<file path="src/rtl/class_aware_box_nms_assert.svh">
// Assertion macros shared by the class-aware NMS RTL.
// Included by modules that check their own control logic; needs nothing else.
`ifndef CLASS_AWARE_BOX_NMS_ASSERT_SVH
`define CLASS_AWARE_BOX_NMS_ASSERT_SVH

// Same-cycle implication, disabled while reset is high.
`define CABN_ASSERT_NOW(lbl, clk, rst, ante, cons, msg) \
   lbl: assert property (@(posedge clk) disable iff (rst) (ante) |-> (cons)) \
      else $error(msg);

// Next-cycle implication, disabled while reset is high.
`define CABN_ASSERT_NEXT(lbl, clk, rst, ante, cons, msg) \
   lbl: assert property (@(posedge clk) disable iff (rst) (ante) |=> (cons)) \
      else $error(msg);

`endif

</file>
<file path="src/rtl/cabn_pkg.sv">
// Shared constants and controller/datapath types for the class-aware NMS block.
// No dependencies.
package cabn_pkg;

   localparam int MAX_DETS_DEF   = 64;
   localparam int COORD_BITS_DEF = 16;
   localparam int SCORE_BITS_DEF = 16;
   localparam int CLASS_BITS_DEF = 8;

   localparam int SIZE_BITS = 15;
   localparam int KEEP_BITS = 6;
   localparam int THR_BITS  = 16;
   localparam int FRAC_BITS = 16;
   localparam logic [THR_BITS-1:0] THR_RESET = 16'h8000;

   typedef struct packed {
      logic load_en;
      logic scan_clr;
      logic scan_rd;
      logic supp_rd;
      logic take_pick;
      logic capture_pick;
      logic push_out;
      logic push_last;
      logic batch_clr;
   } cmd_type;

   typedef struct packed {
      logic found;
      logic busy;
   } status_type;

endpackage

</file>
<file path="src/rtl/cabn_ctrl.sv">
// Sequencer for the class-aware NMS block: load, best-score scan, suppression pass,
// result hand-off. Depends on cabn_pkg and class_aware_box_nms_assert.svh.
`include "class_aware_box_nms_assert.svh"

module cabn_ctrl #(
   parameter int MAX_DETS = cabn_pkg::MAX_DETS_DEF
) (
   input  logic                          clock,
   input  logic                          reset,
   input  logic                          req_valid,
   input  logic                          req_last,
   output logic                          req_ready,
   output logic                          rsp_valid,
   input  logic                          rsp_ready,
   input  cabn_pkg::status_type          status,
   input  logic [$clog2(MAX_DETS):0]     batch_len,
   output cabn_pkg::cmd_type             cmd,
   output logic [$clog2(MAX_DETS)-1:0]   scan_addr
);
   localparam int IW = $clog2(MAX_DETS);

   localparam logic [2:0] S_LOAD = 3'd0;
   localparam logic [2:0] S_SCAN = 3'd1;
   localparam logic [2:0] S_PICK = 3'd2;
   localparam logic [2:0] S_BEST = 3'd3;
   localparam logic [2:0] S_SUPP = 3'd4;

   logic [2:0]  state_ff, state_in;
   logic [IW:0] cnt_ff, cnt_in;
   logic        pend_ff, pend_in;
   logic        rsp_valid_ff, rsp_valid_in;
   logic        out_free;

   assign out_free  = !rsp_valid_ff || rsp_ready;
   assign req_ready = (state_ff == S_LOAD);
   assign rsp_valid = rsp_valid_ff;
   assign scan_addr = cnt_ff[IW-1:0];

   always_comb begin
      state_in = state_ff;
      cnt_in   = cnt_ff;
      pend_in  = pend_ff;
      cmd      = '0;
      case (state_ff)
         S_LOAD: begin
            if (req_valid) begin
               cmd.load_en = 1'b1;
               if (req_last) begin
                  cnt_in       = '0;
                  cmd.scan_clr = 1'b1;
                  state_in     = S_SCAN;
               end
            end
         end
         S_SCAN: begin
            if (cnt_ff < batch_len) begin
               cmd.scan_rd = 1'b1;
               cnt_in      = cnt_ff + 1'b1;
            end else if (!status.busy) begin
               state_in = S_PICK;
            end
         end
         S_PICK: begin
            if (status.found) begin
               // hand the previous pick downstream before it is replaced
               if (!pend_ff || out_free) begin
                  cmd.push_out  = pend_ff;
                  cmd.take_pick = 1'b1;
                  pend_in       = 1'b1;
                  state_in      = S_BEST;
               end
            end else if (out_free) begin
               cmd.push_out  = 1'b1;
               cmd.push_last = 1'b1;
               cmd.batch_clr = 1'b1;
               pend_in       = 1'b0;
               state_in      = S_LOAD;
            end
         end
         S_BEST: begin
            cmd.capture_pick = 1'b1;
            cnt_in           = '0;
            state_in         = S_SUPP;
         end
         S_SUPP: begin
            if (cnt_ff < batch_len) begin
               cmd.supp_rd = 1'b1;
               cnt_in      = cnt_ff + 1'b1;
            end else if (!status.busy) begin
               cnt_in       = '0;
               cmd.scan_clr = 1'b1;
               state_in     = S_SCAN;
            end
         end
         default: begin
            state_in = S_LOAD;
         end
      endcase
   end

   always_comb begin
      rsp_valid_in = rsp_valid_ff;
      if (cmd.push_out) begin
         rsp_valid_in = 1'b1;
      end else if (rsp_ready) begin
         rsp_valid_in = 1'b0;
      end
   end

   always_ff @(posedge clock) begin
      if (reset) begin
         state_ff     <= S_LOAD;
         cnt_ff       <= '0;
         pend_ff      <= 1'b0;
         rsp_valid_ff <= 1'b0;
      end else begin
         state_ff     <= state_in;
         cnt_ff       <= cnt_in;
         pend_ff      <= pend_in;
         rsp_valid_ff <= rsp_valid_in;
      end
   end

   `CABN_ASSERT_NOW(a_push_free, clock, reset, cmd.push_out, out_free, "push over held item")
   `CABN_ASSERT_NOW(a_pick_found, clock, reset, cmd.take_pick, status.found, "pick without find")
   `CABN_ASSERT_NEXT(a_last_idle, clock, reset, cmd.push_last,
      (state_ff == S_LOAD) && !pend_ff && rsp_valid_ff, "batch end left state")
endmodule

</file>
<file path="config.mk">
export PLATFORM = sky130hd
export DESIGN_NAME = cabn_ctrl
export DESIGN_NICKNAME = d
export VERILOG_FILES = /design/src/rtl/cabn_pkg.sv /design/src/rtl/cabn_ctrl.sv
export VERILOG_INCLUDE_DIRS = /design/src /design/src/rtl
export SDC_FILE = /design/constraint.sdc
export NUM_CORES = 1
export LEC_CHECK = 0
export BUFFER_PORTS_ARGS = -buffer_cell sky130_fd_sc_hd__buf_2
export CELL_PAD_IN_SITES_DETAIL_PLACEMENT = 1
export CELL_PAD_IN_SITES_GLOBAL_PLACEMENT = 1
export CORE_MARGIN = 1
export CORE_UTILIZATION = 37
export CTS_BUF_LIST = sky130_fd_sc_hd__clkbuf_8
export DETAILED_ROUTE_END_ITERATION = 12
export HOLD_SLACK_MARGIN = 0.08
export PLACE_DENSITY = 0.82
export SETUP_SLACK_MARGIN = 0.4
export SKIP_LAST_GASP = 1
export SLEW_MARGIN = 20
export SYNTH_ARGS = -nofsm -noshare
export SYNTH_HDL_FRONTEND = slang
export SYNTH_SLANG_ARGS = --single-unit
</file>
<file path="constraint.sdc">
create_clock -name clock -period 3.05 [get_ports clock]
set_clock_uncertainty 0.2 [all_clocks]
set_input_delay 0.915 -clock clock [delete_from_list [all_inputs] [get_ports clock]]
set_output_delay 0.915 -clock clock [all_outputs]
set_load 0.03 [all_outputs]
</file>
==> results of run 1 <==
logic make-up (layout without fill, tap and decap cells):
logic type / count (synthesis) / after routing / synth area share, %
flip-flops: 12 / 12 / 24.9
multiplexers: 1 / 1 / 1.04
AO/OA/AOI/OAI: 35 / 35 / 24.5
buffers and inverters: 21 / 53 / 11.9
AND/OR/NAND/NOR: 47 / 47 / 28.6
adder cells (fa/ha/maj): 7 / 7 / 9.07
worst max-delay path: stages:
cell,delay [ns]
buf_8,0.09
inv_12,0.03
ha_4,0.24
a21oi_2,0.17
o21ai_4,0.09
a21oi_4,0.18
buf_6,0.12
buf_6,0.09
and2_4,0.13
buf_6,0.12
layer usage:
metal	track usage (%)	part of all wire, %	up-vias
li1	-	-	488
met1	22.2	40	489
met2	41.1	55	27
met3	2.59	3.0	9
met4	9.21	2.4	0
met5	0	0	-
final timing paths:
check,start,cells past startpoint,to
worst max-delay path,batch_len[2],10,cmd[5]
worst min-delay path,rsp_valid$_SDFFE_PP0P_,2,rsp_valid$_SDFFE_PP0P_
worst max register to register,cnt_ff[2]$_SDFFE_PP0P_,12,cnt_ff[2]$_SDFFE_PP0P_
worst min register to register,rsp_valid$_SDFFE_PP0P_,2,rsp_valid$_SDFFE_PP0P_
stage by stage:
step | util, % | instance area (µm²) | hold slack, ns | instances
after global routing | 60.2 | 1490 | 0.383 | 185
after detailed placement | 48.2 | 1190 | 0.325 | 176
after CTS | 53.9 | 1340 | 0.353 | 181
after global placement | 48.2 | 1190 | 0.283 | 176
after floorplan | - | 1050 | 0.268 | 123
final | 60.2 | 1490 | 0.352 | 185
state kept, by name, indices dropped and copies added, names as in the netlist:
signal	cells
cnt_ff	7
pend_ff	1
state_ff	3
rsp_valid	1
power groups by stage:
stage               sequential (mW)  combinational [mW]  clock, mW
finish                        0.188               0.303      0.182
global route                  0.189               0.321      0.194
CTS                           0.185               0.285      0.186
detailed placement            0.188               0.254          0
global placement              0.187               0.243          0
floorplan                     0.172               0.194          0
area by class of cell:
type,instances,area (µm²),share of cell area [%]
Multi-Input combinational cell,90,817,54.8
Timing Repair Buffer,40,290,19.5
Clock buffer,4,55.1,3.69
Inverter,9,48.8,3.27
Sequential cell,12,243,16.3
Tap cell,30,37.5,2.52
timing repair:
action / CTS / global route
pin swaps: 5 / 12
endpoints found under the setup margin: 9 / 14
resized for setup: 22 / 31
buffers inserted: 1 / 4
layout by cell type, fill, tap and decap left out, drive strengths merged:
master   n
nor3b    6
a21oi   13
or2      1
and2b    2
nor3     3
and2     4
o32a     1
nor2b    5
nand2b   2
a21o     1
buf     40
o221ai   1
o21ai   12
clkbuf   4
nor2     7
inv      9
a211oi   1
and3     4
o21bai   1
dfxtp   12
ha       7
nand2   12
mux2i    1
nand3b   1
a32o     5
==> flow_summary_export.csv, run 1 <==
group,metric,value,unit
timing,worstMarginPinSlew,0.440,ns
timing,relSlewSlack,70.6,%
detailed_routing,wl_per_cell,16.1,µm
timing,rsz0062_at_grt,"yes",
floorplanning,die_area,2820,µm²
min_path,holdCritPathClass,"register to register",
floorplanning,row_count,18,
timing,timing.final.crit_share,108,%
synthesis,yosysSeqAreaShare,24.9,%
detailed_routing,via_per_inst,5.48,
outcome,failed_checks,"negative setup slack",
synthesis,syn_area,966,µm²
setup_path,cp_max_fo,3,
place,post-dp-hpwl,1990,µm
global_routing,grt.total_usage,21.2,%
setup_path,crit_type,"input port to primary output",
power,peakVddDrop,331,µV
setup_path,r2r_slack,0.57,ns
detailed_routing,drt-total-wl,2980,µm
timing,hold_viol,0,
power,clkPwrFrac,27.1,%
cells_and_area,layout-drive-gt1-share,55.5,%
synthesis,yosys_most_used_dff,"dfxtp_1",
floorplanning,pin_count,31,
cells_and_area,diodes,0,
timing,setup_viol,3,
power,p_seq_share,27.9,%
synthesis,synth_top_cell_area_share,24.9,%
synthesis,synth_area_leader_cell,"dfxtp_1",
floorplanning,die_h,53.1,µm
clock_network,cts_root_buf,"clkbuf_8",
cells_and_area,syn2layout_area_growth,54.4,%
power,comb_power_share,45.0,%
clock_network,numCtsBuffers,3,
setup_path,cp-start-kind,"input port",
synthesis,synth.distinct_cells,31,
detailed_routing,drtAntennaViolNets,0,
floorplanning,die_w,53.1,µm
timing,period_needed,3.30,ns
clock_network,clkTransAtPathRegs,0.06,ns
synthesis,synth_edf_count,0,
synthesis,ys_async_sr_fraction,0,%
synthesis,ys_ff_latch,12,
global_routing,grt_pass1_wl,4310,µm
clock_network,worstSkewPairLatency,0.25,ns
detailed_routing,vias,1013,
global_routing,grt_overflow,0,
synthesis,syn_area_per_cell,7.85,µm²
setup_path,cp.required,1.93,ns
power,power,0.673,mW
synthesis,synth.area.top_cells,"dfxtp_1, ha_1, buf_4",
detailed_routing,drtIter0Drc,7,
floorplanning,core_area,2480,µm²
clock_network,cts_tree,"yes",
power,p_leak,0.665,nW
clock_network,cts_max_level,1,
global_routing,grt_pass1_vias,1033,
power,swShare,37.1,%
timing,setup_ws,-0.249,ns
setup_path,endpoint_kind,"primary output",
synthesis,netlist_instances,123,
power,power.internal,0.424,mW
timing,fin_setup_tns,-0.741,ns
timing,fmax,303,MHz
place,gp_congestion,0.805,
clock_network,cts_buffer_depth,2,
floorplanning,start_util,39.0,%
cells_and_area,fill_cells,287,
synthesis,yosysWarnings,0,
flow_run,drv_cap,0,
place,dp_slack,-0.438,ns
power,power_switching,0.249,mW
timing,slew_viol_final,0,
outcome,status,"complete, but fails checks",
global_routing,grt_max_degree,16,
clock_network,cts.hold.buffers_added,0,
power,p_per_area,451,nW/µm²
global_routing,grt_antenna_before_repair,0,
place,numPortBuffers,30,
detailed_routing,drc,0,
setup_path,cp.arrival,2.18,ns
synthesis,synth_common_cells,"dfxtp_1, nand2_1, a21oi_1",
clock_network,clock_sinks,12,
detailed_routing,dr.pass1.iters,4,
synthesis,synth_fp_nets,144,
cells_and_area,layout.nets,177,
No activity file was read; power rests on OpenSTA's default activity.
==> run 2: changes to the inputs <==
- CAP_MARGIN: default -> 20
- RECOVER_POWER: default -> 25
==> run 2 against run 1 <==
The flow still finishes with violations (negative setup slack). Sequential cell count unchanged. Sequential share of layout area up 0.17 points. Die area unchanged. Final area down 1.0%. Highest routed layer unchanged.
==> flow_summary_export.csv, run 2 (synthesis results as in run 1) <==
group,metric,value,unit
outcome,status,"complete, but fails checks",
outcome,failed_checks,"negative setup slack",
cells_and_area,utilization,59.6,%
cells_and_area,fill_cells,291,
setup_path,ff2ff_path_depth,12,
setup_path,endpoint_kind,"primary output",
timing,relSlewSlack,68.8,%
clock_network,worstSkewPairLatency,0.25,ns
setup_path,r2r_slack,0.57,ns
clock_network,clock_sinks,12,
cells_and_area,largest_register,"cnt_ff",
power,p_leak,0.651,nW
clock_network,cts_root_buf,"clkbuf_8",
cells_and_area,top_regs,"cnt_ff: 7 flops, state_ff: 3 flops",
cells_and_area,fin_area,1480,µm²
floorplanning,row_count,18,
detailed_routing,via_per_inst,5.45,
setup_path,cp.arrival,2.19,ns
global_routing,grt_pass1_wl,4310,µm
min_path,hold_depth,2,
setup_path,slowest_stage,"ha_4",
setup_path,crit_chain,"buf_8 -> inv_12 -> ha_4 -> a21oi_2 -> o21ai_4 -> a21oi_4 -> buf_6 -> buf_6 -> and2_4 -> buf_6",
global_routing,grt_overflow,0,
setup_path,crit_top_cell,"buf_6",
timing,setup_viol,3,
power,peakVddDrop,330,µV
detailed_routing,drtIter0Drc,6,
timing,worstMarginPinSlew,0.467,ns
timing,period_needed,3.30,ns
timing,hold_viol,0,
detailed_routing,drc,0,
place,numPortBuffers,30,
global_routing,grt_max_degree,16,
min_path,holdCritPathClass,"register to register",
timing,fmax,303,MHz
cells_and_area,final_cell_mix,"buf_2, dfxtp_1, buf_6",
setup_path,crit_type,"input port to primary output",
clock_network,cts_max_level,1,
clock_network,cts_tree,"yes",
global_routing,grt_pass1_vias,1033,
detailed_routing,vias,1008,
floorplanning,die_w,53.1,µm
timing,setup_ws,-0.250,ns
timing,timing.final.crit_share,108,%
floorplanning,die_h,53.1,µm
cells_and_area,largest_reg_flops,7,
power,p_per_area,455,nW/µm²
detailed_routing,drtAntennaViolNets,0,
detailed_routing,wl_per_cell,16.1,µm
clock_network,cts_buffer_depth,2,
floorplanning,pin_count,31,
cells_and_area,syn2layout_area_growth,52.9,%
cells_and_area,layout-drive-gt1-share,52.3,%
setup_path,cp-start-kind,"input port",
flow_run,drv_cap,0,
place,dp.cells,176,
detailed_routing,drt-total-wl,2970,µm
detailed_routing,dr.pass1.iters,4,
floorplanning,core_area,2480,µm²
global_routing,grt_antenna_before_repair,0,
timing,rsz0062_at_grt,"yes",
floorplanning,die_area,2820,µm²
clock_network,clkTransAtPathRegs,0.06,ns
place,gp_congestion,0.805,
cells_and_area,mostFrequentLayoutCell,"buf_2",
place,post-dp-hpwl,1990,µm
setup_path,cp.required,1.93,ns
clock_network,numCtsBuffers,3,
cells_and_area,diodes,0,
timing,slew_viol_final,0,
place,dpl_cell_area,1190,µm²
global_routing,grt.total_usage,21.2,%
clock_network,cts.hold.buffers_added,0,
setup_path,critPathMaxStageDelay,0.24,ns
setup_path,cp_max_fo,3,
floorplanning,start_util,39.0,%
cells_and_area,layout.nets,177,
cells_and_area,stdcell_count,185,
## run 2: cell count changes in the layout (fill, tap and decap cells not counted), sizes merged
cell / before / now
buf: 40 / 37
clkbuf: 4 / 7
## run 2: through the flow
| step | TNS, ns | setup slack [ns] | hold WS [ns] | power [mW] |
|---|---|---|---|---|
| after floorplan | -0.180 | -0.180 | 0.268 | 0.366 |
| after CTS | -0.491 | -0.302 | 0.353 | 0.656 |
| after global placement | -0.860 | -0.391 | 0.283 | 0.430 |
| after detailed placement | -0.981 | -0.438 | 0.325 | 0.442 |
| final | -0.744 | -0.250 | 0.347 | 0.671 |
| after global routing | -0.887 | -0.302 | 0.380 | 0.702 |
## run 2: area by class of cell
cell class	instances	area [µm²]	share of cell area, %
multi-input combinational	90	806	54.6
timing repair buffer	40	287	19.4
sequential	12	243	16.4
clock buffer	4	55.1	3.73
inverter	9	48.8	3.31
tap	30	37.5	2.54
## run 2: layer usage
layer | up-vias | GRT usage [%] | wire length (µm)
li1 | 489 | - | -
met1 | 483 | 22.2 | 1190
met2 | 27 | 41.1 | 1620
met3 | 9 | 2.59 | 91
met4 | 0 | 9.21 | 72
met5 | - | 0 | 0
## run 2: path summary, 6_finish.rpt
path | start | to
setup reg to reg | cnt_ff[2]$_SDFFE_PP0P_ | cnt_ff[2]$_SDFFE_PP0P_
hold / removal | rsp_valid$_SDFFE_PP0P_ | rsp_valid$_SDFFE_PP0P_
hold reg to reg | rsp_valid$_SDFFE_PP0P_ | rsp_valid$_SDFFE_PP0P_
setup / recovery | batch_len[2] | cmd[5]
## run 2: worst max-delay path: cells and delay by family
family / cells / cell delay (ns)
buffers and inverters: 5 / 0.45
adders and majority gates: 1 / 0.24
and+or+nand+nor: 1 / 0.13
AOI/OAI and AO/OA: 3 / 0.44
## run 2: repair_timing
item,4_1_cts,5_1_grt
buffers inserted,1,4
endpoints found under the hold margin,0,0
endpoints found under the setup margin,9,14
resized for setup,22,31
pin swaps,5,12
## run 2: report_power, final
group	total [mW]	leakage (nW)	internal [mW]	switching (mW)
logic	0.302	0.525	0.142	0.159
registers	0.188	0.0977	0.166	0.0214
clock network	0.182	0.0288	0.114	0.0674
==> run 3: changes to the inputs <==
==> constraint.sdc (replaced) <==
create_clock -name clock -period 3.05 [get_ports clock]
set_clock_uncertainty 0.2 [all_clocks]
set_input_delay 0.4575 -clock clock [delete_from_list [all_inputs] [get_ports clock]]
set_output_delay 0.4575 -clock clock [all_outputs]
set_load 0.03 [all_outputs]
==> run 3 against run 2 <==
The flow now finishes without violations. Worst setup slack improved by 0.80 ns. Largest cell class unchanged. Critical path type is now register to primary output. Final cell count decreased by 5.4%. Largest power group unchanged. Global-route usage down 1.7 points. Sequential share of layout area increased by 4.4 points. Worst hold slack got worse by 0.046 ns.
==> flow_summary_export.csv, run 3 (synthesis results as in run 1) <==
group,metric,value,unit
outcome,status,"finished, final reports clean",
cells_and_area,diodes,0,
global_routing,grt.total_usage,19.5,%
setup_path,critPathMaxStageDelay,0.41,ns
timing,worstMarginPinSlew,0.438,ns
place,dp_slack,0.510,ns
timing,fmax,401,MHz
floorplanning,start_util,39.0,%
cells_and_area,largest_register,"cnt_ff",
detailed_routing,dr.pass1.iters,4,
detailed_routing,drtAntennaViolNets,0,
clock_network,cts_max_level,1,
power,power.internal,0.371,mW
setup_path,crit_chain,"ha_1 -> a21oi_1 -> o21ai_2 -> a21oi_4 -> nor2_4 -> nand2_1 -> a211oi_2 -> buf_4",
floorplanning,pin_count,31,
setup_path,slowest_stage,"dfxtp_1",
timing,slew_viol_final,0,
floorplanning,die_w,53.1,µm
timing,rsz0062_at_grt,"no",
cells_and_area,largest_reg_flops,7,
detailed_routing,wl_met1,1130,µm
cells_and_area,mostFrequentLayoutCell,"buf_2",
detailed_routing,drt-total-wl,2350,µm
clock_network,cts.hold.buffers_added,0,
global_routing,grt_antenna_before_repair,0,
clock_network,clock_sinks,12,
setup_path,cp_num_buf_inv,1,
detailed_routing,drc,0,
cells_and_area,multi_input_area,641,µm²
clock_network,cts_root_buf,"clkbuf_8",
timing,hold_viol,0,
setup_path,crit_family,"compound AO/OA/AOI/OAI gates",
cells_and_area,final_cell_mix,"buf_2, nand2_1, dfxtp_1",
clock_network,cts_tree,"yes",
cells_and_area,syn2layout_area_growth,19.4,%
place,numPortBuffers,30,
timing,period_needed,2.50,ns
global_routing,grt_max_degree,16,
place,dp.cells,171,
cells_and_area,fill_cells,319,
floorplanning,core_area,2480,µm²
detailed_routing,top_layer_used,"met4",
power,clkPwrFrac,30.4,%
setup_path,cp-start-kind,"register",
timing,setup_ws,0.554,ns
timing,relSlewSlack,70.7,%
cells_and_area,layout.nets,167,
flow_run,drv_cap,0,
power,p_leak,0.552,nW
cells_and_area,layout-drive-gt1-share,29.0,%
global_routing,grt_pass1_vias,861,
setup_path,cp.required,2.39,ns
power,comb_power_share,38.4,%
detailed_routing,routed-wl-met2,1120,µm
power,power,0.583,mW
power,power_switching,0.213,mW
place,post-dp-hpwl,1810,µm
setup_path,endpoint_kind,"primary output",
setup_path,crit_type,"register to primary output",
power,p_seq_share,31.2,%
clock_network,worstSkewPairLatency,0.25,ns
detailed_routing,vias,908,
power,p_per_area,506,nW/µm²
min_path,holdCritPathClass,"register to register",
timing,holdWs,0.301,ns
detailed_routing,wl_per_cell,13.4,µm
setup_path,cp.arrival,1.84,ns
cells_and_area,stdcell_count,175,
clock_network,clkTransAtPathRegs,0.06,ns
floorplanning,die_area,2820,µm²
floorplanning,row_count,18,
cells_and_area,top_regs,"cnt_ff: 7 flops, state_ff: 3 flops",
setup_path,cp_max_fo,6,
detailed_routing,drtIter0Drc,10,
clock_network,cts_resized,0,
timing,fin_setup_tns,0,ns
clock_network,numCtsBuffers,3,
clock_network,post_cts_buffers,0,
timing,timing.final.crit_share,81.8,%
timing,setup_viol,0,
power,swShare,36.4,%
detailed_routing,wl_met3,81,µm
clock_network,cts_buffer_depth,2,
global_routing,grt_pass1_wl,3950,µm
place,gp_congestion,0.771,
detailed_routing,via_per_inst,5.19,
cells_and_area,register_area,240,µm²
floorplanning,die_h,53.1,µm
global_routing,grt_overflow,0,
power,peakVddDrop,345,µV
[run 3: path summary, 6_finish.rpt]
path | from | to | slack [ns] | cells past startpoint
worst min register to register | pend_ff$_SDFFE_PP0P_ | pend_ff$_SDFFE_PP0P_ | 0.30 | 2
worst max-delay path | cnt_ff[2]$_SDFFE_PP0P_ | cmd[7] | 0.55 | 8
worst min-delay path | pend_ff$_SDFFE_PP0P_ | pend_ff$_SDFFE_PP0P_ | 0.30 | 2
worst max register to register | cnt_ff[2]$_SDFFE_PP0P_ | cnt_ff[4]$_SDFFE_PP0P_ | 0.89 | 7
[run 3: layer usage]
metal | vias to the layer above | track usage, %
met5 | - | 0
met4 | 0 | 3.95
met3 | 2 | 6.03
met1 | 427 | 24.4
li1 | 466 | -
met2 | 13 | 32.5
[run 3: area by class of cell]
cell class | count | area share, %
clock buffers | 4 | 4.77
inverters | 9 | 2.93
multi-input cells | 90 | 55.5
flip-flops and latches | 12 | 20.8
well taps | 30 | 3.25
repair buffers | 30 | 12.7
[run 3: worst min-delay path, stage by stage, from the launching register on]
cell and delay (ns):
dfxtp_1 0.31, o21ai_0 0.07, a21oi_1 0.06
[run 3: power groups by stage]
stage	clock network, mW	logic (mW)	registers (mW)
final	0.177	0.224	0.182
after floorplan	0	0.186	0.172
after detailed placement	0	0.221	0.186
after global routing	0.192	0.248	0.184
after CTS	0.184	0.221	0.182
after global placement	0	0.212	0.185
[run 3: through the flow]
| stage | instance area, µm² | util [%] |
|---|---|---|
| floorplan | 971 | - |
| global placement | 1080 | 43.5 |
| detailed placement | 1080 | 43.5 |
| CTS | 1130 | 45.7 |
| global route | 1150 | 46.6 |
| finish | 1150 | 46.6 |
